$ cat config.mk
export PLATFORM = sky130hd
export DESIGN_NAME = sbus_frame_decoder_core
export DESIGN_NICKNAME = d
export VERILOG_FILES = /design/src/rtl/sfd_pkg.sv /design/src/rtl/sfd_collector.sv /design/src/rtl/sfd_channel_unit.sv /design/src/rtl/sbus_frame_decoder_core.sv
export SDC_FILE = /design/constraint.sdc
export NUM_CORES = 1
export LEC_CHECK = 0
export ABC_AREA = 1
export BUFFER_PORTS_ARGS = -buffer_cell sky130_fd_sc_hd__buf_4
export CAP_MARGIN = 15
export CORE_MARGIN = 2
export CORE_UTILIZATION = 50
export CTS_BUF_LIST = sky130_fd_sc_hd__clkbuf_16
export DETAILED_ROUTE_END_ITERATION = 16
export PLACE_DENSITY = 0.74
export SLEW_MARGIN = 20
export SYNTH_ARGS = -nofsm -noshare
export SYNTH_HDL_FRONTEND = slang
export SYNTH_HIERARCHICAL = 1
export SYNTH_SLANG_ARGS = --single-unit
$ cat constraint.sdc
create_clock -name aclk -period 9.5 [get_ports aclk]
set_input_delay 0.95 -clock aclk [delete_from_list [all_inputs] [get_ports aclk]]
set_output_delay 0.95 -clock aclk [all_outputs]
set_load 0.01 [all_outputs]
$ cat src/rtl/sfd_pkg.sv
// shared constants and types for the serial-bus frame decoder
// no dependencies; imported by every module of the block
package sfd_pkg;

    localparam int FRAME_LENGTH  = 25;
    localparam int STORE_DEPTH   = FRAME_LENGTH - 1;
    localparam int POS_WIDTH     = 5;
    localparam int NUM_CHANNELS  = 16;
    localparam int CHAN_WIDTH    = 4;
    localparam int RAW_WIDTH     = 11;
    localparam int PAYLOAD_BYTES = 22;
    localparam int PAYLOAD_WIDTH = PAYLOAD_BYTES * 8;
    localparam int FLAGS_INDEX   = 23;
    localparam int VALUE_WIDTH   = 12;
    localparam int CALC_WIDTH    = 13;

    localparam logic [POS_WIDTH-1:0]         FINAL_POS  = POS_WIDTH'(STORE_DEPTH);
    localparam logic [7:0]                   HEADER_BYTE = 8'h0F;
    localparam logic signed [CALC_WIDTH-1:0] RAW_OFFSET = 13'sd1000;
    localparam logic [CHAN_WIDTH-1:0]        LAST_CHAN  = CHAN_WIDTH'(NUM_CHANNELS - 1);

    // configuration port
    localparam int CFG_INDEX_WIDTH = 1;
    localparam int CFG_DATA_WIDTH  = 16;
    localparam logic [CFG_INDEX_WIDTH-1:0] CFG_CLAMP_LIMIT = 1'b0;
    localparam logic [CFG_INDEX_WIDTH-1:0] CFG_INVERT_MASK = 1'b1;
    localparam logic [RAW_WIDTH-1:0]       CLAMP_RESET     = 11'd800;
    localparam logic [NUM_CHANNELS-1:0]    INVERT_RESET    = 16'h0004;

    // result item tdata: channel_index, channel_value, status_flags
    localparam int OUT_DATA_WIDTH = CHAN_WIDTH + VALUE_WIDTH + 8;

    typedef struct packed {
        logic                     valid;
        logic [PAYLOAD_WIDTH-1:0] payload;
        logic [7:0]               flags;
    } frame_load_t;

endpackage

$ cat src/rtl/sfd_collector.sv
// byte counter and frame store; hands a completed good frame to the channel unit
// depends on sfd_pkg
module sfd_collector (
    input  logic                aclk,
    input  logic                aresetn,
    input  logic                byte_valid,
    output logic                byte_ready,
    input  logic [7:0]          byte_data,
    input  logic                unit_busy,
    output sfd_pkg::frame_load_t load
);
    import sfd_pkg::*;

    logic [POS_WIDTH-1:0] byte_position_reg;
    logic [POS_WIDTH-1:0] byte_position_next;
    logic [7:0]           frame_store_reg [STORE_DEPTH];
    logic                 at_final;
    logic                 accept;

    // positions past the store count as the end byte
    assign at_final   = (byte_position_reg >= FINAL_POS);
    // the end byte waits while the previous frame is still being sent
    assign byte_ready = !(at_final && unit_busy);
    assign accept     = byte_valid && byte_ready;

    always_comb begin
        byte_position_next = byte_position_reg;
        if (accept) begin
            if (at_final) begin
                byte_position_next = '0;
            end else begin
                byte_position_next = byte_position_reg + 1'b1;
            end
        end
    end

    always_ff @(posedge aclk) begin
        if (!aresetn) begin
            byte_position_reg <= '0;
        end else begin
            byte_position_reg <= byte_position_next;
        end
    end

    always_ff @(posedge aclk) begin
        if (accept && !at_final) begin
            frame_store_reg[byte_position_reg[POS_WIDTH-1:0]] <= byte_data;
        end
    end

    always_comb begin
        load.valid = accept && at_final && (frame_store_reg[0] == HEADER_BYTE);
        for (int i = 0; i < PAYLOAD_BYTES; i++) begin
            load.payload[i*8 +: 8] = frame_store_reg[i+1];
        end
        load.flags = frame_store_reg[FLAGS_INDEX];
    end

endmodule

$ cat src/rtl/sfd_channel_unit.sv
// unpacks the sixteen 11-bit channels one per cycle, unless the output stalls, into the result register
// depends on sfd_pkg; loaded from sfd_collector
module sfd_channel_unit (
    input  logic                          aclk,
    input  logic                          aresetn,
    input  sfd_pkg::frame_load_t          load,
    output logic                          busy,
    input  logic [sfd_pkg::RAW_WIDTH-1:0] clamp_limit,
    input  logic [sfd_pkg::NUM_CHANNELS-1:0] invert_mask,
    output logic                          m_tvalid,
    input  logic                          m_tready,
    output logic [sfd_pkg::OUT_DATA_WIDTH-1:0] m_tdata,
    output logic                          m_tlast
);
    import sfd_pkg::*;

    logic                     busy_reg;
    logic [CHAN_WIDTH-1:0]    chan_reg;
    logic [PAYLOAD_WIDTH-1:0] raw_reg;
    logic [7:0]               flags_reg;

    logic                     out_valid_reg;
    logic [CHAN_WIDTH-1:0]    out_index_reg;
    logic [VALUE_WIDTH-1:0]   out_value_reg;
    logic [7:0]               out_flags_reg;
    logic                     out_last_reg;

    logic                     advance;
    logic signed [CALC_WIDTH-1:0] value_off;
    logic signed [CALC_WIDTH-1:0] value_sgn;
    logic signed [CALC_WIDTH-1:0] lim_pos;
    logic signed [CALC_WIDTH-1:0] lim_neg;
    logic signed [CALC_WIDTH-1:0] value_clamped;

    assign busy    = busy_reg;
    assign advance = busy_reg && (!out_valid_reg || m_tready);

    always_comb begin
        value_off = $signed({2'b00, raw_reg[RAW_WIDTH-1:0]}) - RAW_OFFSET;
        value_sgn = invert_mask[chan_reg] ? -value_off : value_off;
        lim_pos   = $signed({2'b00, clamp_limit});
        lim_neg   = -lim_pos;
        value_clamped = value_sgn;
        if (value_sgn > lim_pos) begin
            value_clamped = lim_pos;
        end else if (value_sgn < lim_neg) begin
            value_clamped = lim_neg;
        end
    end

    always_ff @(posedge aclk) begin
        if (!aresetn) begin
            busy_reg      <= 1'b0;
            chan_reg      <= '0;
            out_valid_reg <= 1'b0;
        end else begin
            if (load.valid) begin
                busy_reg <= 1'b1;
                chan_reg <= '0;
            end else if (advance) begin
                chan_reg <= chan_reg + 1'b1;
                if (chan_reg == LAST_CHAN) begin
                    busy_reg <= 1'b0;
                end
            end
            if (advance) begin
                out_valid_reg <= 1'b1;
            end else if (m_tready) begin
                out_valid_reg <= 1'b0;
            end
        end
    end

    always_ff @(posedge aclk) begin
        if (load.valid) begin
            raw_reg   <= load.payload;
            flags_reg <= load.flags;
        end else if (advance) begin
            raw_reg <= raw_reg >> RAW_WIDTH;
        end
        if (advance) begin
            out_index_reg <= chan_reg;
            out_value_reg <= value_clamped[VALUE_WIDTH-1:0];
            out_flags_reg <= flags_reg;
            out_last_reg  <= (chan_reg == LAST_CHAN);
        end
    end

    assign m_tvalid = out_valid_reg;
    assign m_tdata  = {out_flags_reg, out_value_reg, out_index_reg};
    assign m_tlast  = out_last_reg;

endmodule

$ cat src/rtl/sbus_frame_decoder_core.sv
// top level of the serial-bus frame decoder: configuration registers and wiring
// depends on sfd_pkg, sfd_collector and sfd_channel_unit
//
// Use: received serial bytes enter on the s_ channel, one byte per item. The
// block counts them into 25-byte frames. When the 25th (end) byte arrives and
// byte 0 is 0x0F, sixteen result items leave on the m_ channel, one per
// channel in order 0..15, with m_tlast on channel 15; a bad header drops the
// frame with no results. Each value is raw - 1000, negated where invert_mask
// has the channel's bit set, then clamped to +/- clamp_limit.
// Output: the accepted end byte loads the channel unit, whose results are then
// registered in the result register and go out one per cycle while m_tready is
// high, set by the single shared channel unpacker.
// Throughput: a byte is accepted every cycle; only the end byte of a frame is
// held off (s_tready low) while the previous frame is still being sent.
// Stall: with m_tready low a held result stays put and unpacking pauses.
// Reset: counter back to the frame start, output empty, clamp_limit 800,
// invert_mask 0x0004. Config writes via cfg_* are always ready.
module sbus_frame_decoder_core (
    input  logic aclk,
    input  logic aresetn,
    // rx_byte [7:0]
    input  logic                 s_tvalid,
    output logic                 s_tready,
    input  logic [7:0]           s_tdata,
    // channel_index [3:0], channel_value [15:4], status_flags [23:16]
    output logic                 m_tvalid,
    input  logic                 m_tready,
    output logic [sfd_pkg::OUT_DATA_WIDTH-1:0] m_tdata,
    output logic                 m_tlast,
    input  logic                 cfg_valid,
    output logic                 cfg_ready,
    input  logic [sfd_pkg::CFG_INDEX_WIDTH-1:0] cfg_index,
    input  logic [sfd_pkg::CFG_DATA_WIDTH-1:0]  cfg_data
);
    import sfd_pkg::*;

    logic [RAW_WIDTH-1:0]    clamp_limit_reg;
    logic [NUM_CHANNELS-1:0] invert_mask_reg;
    frame_load_t             load;
    logic                    unit_busy;

    assign cfg_ready = 1'b1;

    always_ff @(posedge aclk) begin
        if (!aresetn) begin
            clamp_limit_reg <= CLAMP_RESET;
            invert_mask_reg <= INVERT_RESET;
        end else if (cfg_valid && cfg_ready) begin
            case (cfg_index)
                CFG_CLAMP_LIMIT: clamp_limit_reg <= cfg_data[RAW_WIDTH-1:0];
                CFG_INVERT_MASK: invert_mask_reg <= cfg_data[NUM_CHANNELS-1:0];
                default: ;
            endcase
        end
    end

    sfd_collector u_collector (
        .aclk       (aclk),
        .aresetn    (aresetn),
        .byte_valid (s_tvalid),
        .byte_ready (s_tready),
        .byte_data  (s_tdata),
        .unit_busy  (unit_busy),
        .load       (load)
    );

    sfd_channel_unit u_channel_unit (
        .aclk        (aclk),
        .aresetn     (aresetn),
        .load        (load),
        .busy        (unit_busy),
        .clamp_limit (clamp_limit_reg),
        .invert_mask (invert_mask_reg),
        .m_tvalid    (m_tvalid),
        .m_tready    (m_tready),
        .m_tdata     (m_tdata),
        .m_tlast     (m_tlast)
    );

endmodule

==> metrics.yaml <==
status: "finished, final reports clean"
post_drt_wl_per_cell_um: 16.5
multi_input_area_um2: 4500
drt-initial-drc-count: 848
clk_path_buf_depth: 3
cp-startpoint: "u_channel_unit/raw_reg[3]$_DFFE_PP_"
crit_path_max_fanout: 14
worstPathArrival_ps: 4350
dieArea_um2: 37500
fin_nets: 1720
min_path_cells: 0
core-area_um2: 35500
ys_seq_elements: 439
worst_ep_required_time_ps: 9810
ios: 58
min_path_type: "reg -> reg"
largest_reg_flops: 192
clock_latency_ps: 540
rows: 69
syn_area_um2: 18000
yosys_warnings: 6
grt_max_degree: 113
synth.net_count: 1669
max_slew_margin: 0.243
h-tree-depth: 2
vias: 11102
cp-start-kind: "flip-flop"
finalWorstSetupSlack_ps: 5470
ys_seq_area_frac: 0.712
r2r_cells: 21
p_clk_frac: 0.416
avgSynthCellArea_um2: 11.2
fin_worst_skew_ps: 21.8
seqPwrFrac: 0.547
cts_buffers: 43
critical_path_class: "reg -> reg"
cts_sinks: 439
cts_tree: "built"
hpwlAfterDp_mm: 20.9
post_cts_buffers: 0
slew_violations: 0
cts.hold.buffers_added: 0
cts-root-buf: "clkbuf_16"
synth_area_leaders: "edfxtp_1, nand2_1, dfxtp_1, ha_1, nor2_1"
track_usage: 0.188
clkTransAtPathRegs_ps: 70
grt_pass1_vias: 10976
antenna_found_initial: 1
maxCapViolCount: 0
wl_mm: 35.6
setup_tns_ps: 0
io_buffers: 56
peakVddDrop_uv: 178
synth_top_area_share: 0.670
drive_gt1_frac: 0.0976
setup_viol_count_final: 0
start_util: 0.506
cts_resized: 0
fin_crit_ps: 4030
p_comb_frac: 0.037
reg2reg_to: "u_channel_unit/out_value_reg[11]$_SDFFCE_PN0P_"
gr-total-overflow: 0
leakagePower_nw: 8.13
hold_violations: 0
syn_to_final_growth_pct: 11.8
post-route-period-util: 0.425
p_int_mw: 3.08
fmax_mhz: 248
ant_nets: 0
n_fill_cell: 2825
end_kind: "flip-flop"
synth_area_leader_cell: "edfxtp_1"
drc: 0
gp_congestion: 0.907
pre_cts_ws_ps: 5530
rsz0062_at_grt: "no"
register_area_um2: 12800
grt_pass1_wl_mm: 56.0
fp.dieW_um: 194
drt_first_pass_iters: 5
r2r_slack_ps: 5470
worst_pin_slew_ps: 1140
cp-endpoint: "u_channel_unit/out_value_reg[11]$_SDFFCE_PN0P_"
power.density_nw_per_um2: 192
p_sw_mw: 0.792
syn_inst: 1607
post_drt_via_cell_ratio: 5.16
ys_types: 39
die_y_um: 194
r2r_start: "u_channel_unit/raw_reg[3]$_DFFE_PP_"
diodes: 0
netSwitchingFraction: 0.205
## final cells by class
cell class / count / area share
Clock inverter: 31 / 0.00903
Clock buffer: 46 / 0.0573
Tap cell: 461 / 0.0287
Multi-Input combinational cell: 1003 / 0.224
Sequential cell: 439 / 0.637
Inverter: 109 / 0.0207
Timing Repair Buffer: 62 / 0.0233
## critical path, cell delays in order (launching register included)
cell and delay (ps):
edfxtp_1 500, inv_2 60, ha_1 320, inv_1 50, nor2_1 170, nand2_1 150, nor2_4 140, nand3_2 110
nor2_4 120, nor2_4 50, nor2_8 190, inv_2 40, ha_1 330, a21oi_1 150, o21ai_0 90, a21oi_1 170
nand3b_1 340, nand2_1 480, or2_2 190, nand2_1 60, nand2_2 60, inv_2 30
## Yosys cell counts, drive strengths merged
cell,number
nand3,80
a21oi,18
nand2,690
conb,1
dfxtp,38
nor4,1
ha,32
or2,3
nand4,12
nand3b,4
xor2,5
o21bai,3
buf,17
inv,107
nor2,116
o21ai,28
clkbuf,39
nor4b,1
nor3,5
xnor2,1
edfxtp,401
a31oi,3
clkinv,2
## worst min path at each step
stage                                                       startpoint                                   endpoint  slack, ps
after floorplan           u_collector/frame_store_reg[23][0]$_DFFE_PP_      u_channel_unit/flags_reg[0]$_DFFE_PP_        400
after global placement    u_collector/frame_store_reg[23][0]$_DFFE_PP_      u_channel_unit/flags_reg[0]$_DFFE_PP_        400
after detailed placement         u_channel_unit/flags_reg[5]$_DFFE_PP_  u_channel_unit/out_flags_reg[5]$_DFFE_PP_        400
after CTS                        u_channel_unit/flags_reg[5]$_DFFE_PP_  u_channel_unit/out_flags_reg[5]$_DFFE_PP_        410
after global routing             u_channel_unit/flags_reg[7]$_DFFE_PP_  u_channel_unit/out_flags_reg[7]$_DFFE_PP_        420
final                            u_channel_unit/flags_reg[5]$_DFFE_PP_  u_channel_unit/out_flags_reg[5]$_DFFE_PP_        410
## through the flow
| step | cells | util | hold WS, ps | power, mW | area, µm² |
|---|---|---|---|---|---|
| after global routing | 2151 | 0.566 | 423 | 3.98 | 20100 |
| after global placement | 2074 | 0.529 | 403 | 2.29 | 18800 |
| after CTS | 2151 | 0.566 | 411 | 3.89 | 20100 |
| after detailed placement | 2074 | 0.529 | 405 | 2.30 | 18800 |
| after floorplan | 1607 | - | 400 | 2.25 | 18000 |
| final | 2151 | 0.566 | 407 | 3.87 | 20100 |
## cell families (layout without fill, tap and decap cells)
kind of cell,count (synthesis),count (layout),synth area share
buffers and inverters,165,248,0.0382
other,1,1,0.000209
AND/OR/NAND/NOR,912,912,0.209
adder cells (fa/ha/maj),32,32,0.0223
flip-flops,439,439,0.712
AO/OA/AOI/OAI,52,52,0.0151
XOR/XNOR,6,6,0.00292
## placed cells by master, fill, tap and decap left out, types with 9 or more instances in the layout
master,n
nor2_1,105
o21ai_0,26
nand3_1,74
inv_1,109
dfxtp_1,38
clkbuf_16,46
ha_1,32
nand2_2,10
inv_2,11
nand4_1,12
buf_4,61
edfxtp_1,401
nand2_1,675
clkinv_1,9
a21oi_1,18
## power by group through the flow
stage	sequential (mW)	clock [mW]	combinational [mW]
2_1_floorplan	2.15	0	0.0914
3_3_place_gp	2.16	0	0.138
3_5_place_dp	2.16	0	0.142
4_1_cts	2.12	1.63	0.143
5_1_grt	2.12	1.70	0.161
6_report	2.12	1.61	0.142
## metal layers
layer	routed length, µm	global-route usage	vias to the layer above
met5	16	0	-
met4	828	0.0602	2
met3	1880	0.0312	69
met2	18400	0.337	266
met1	14500	0.233	5354
li1	-	-	5411
No activity file was read; power rests on OpenSTA's default activity.
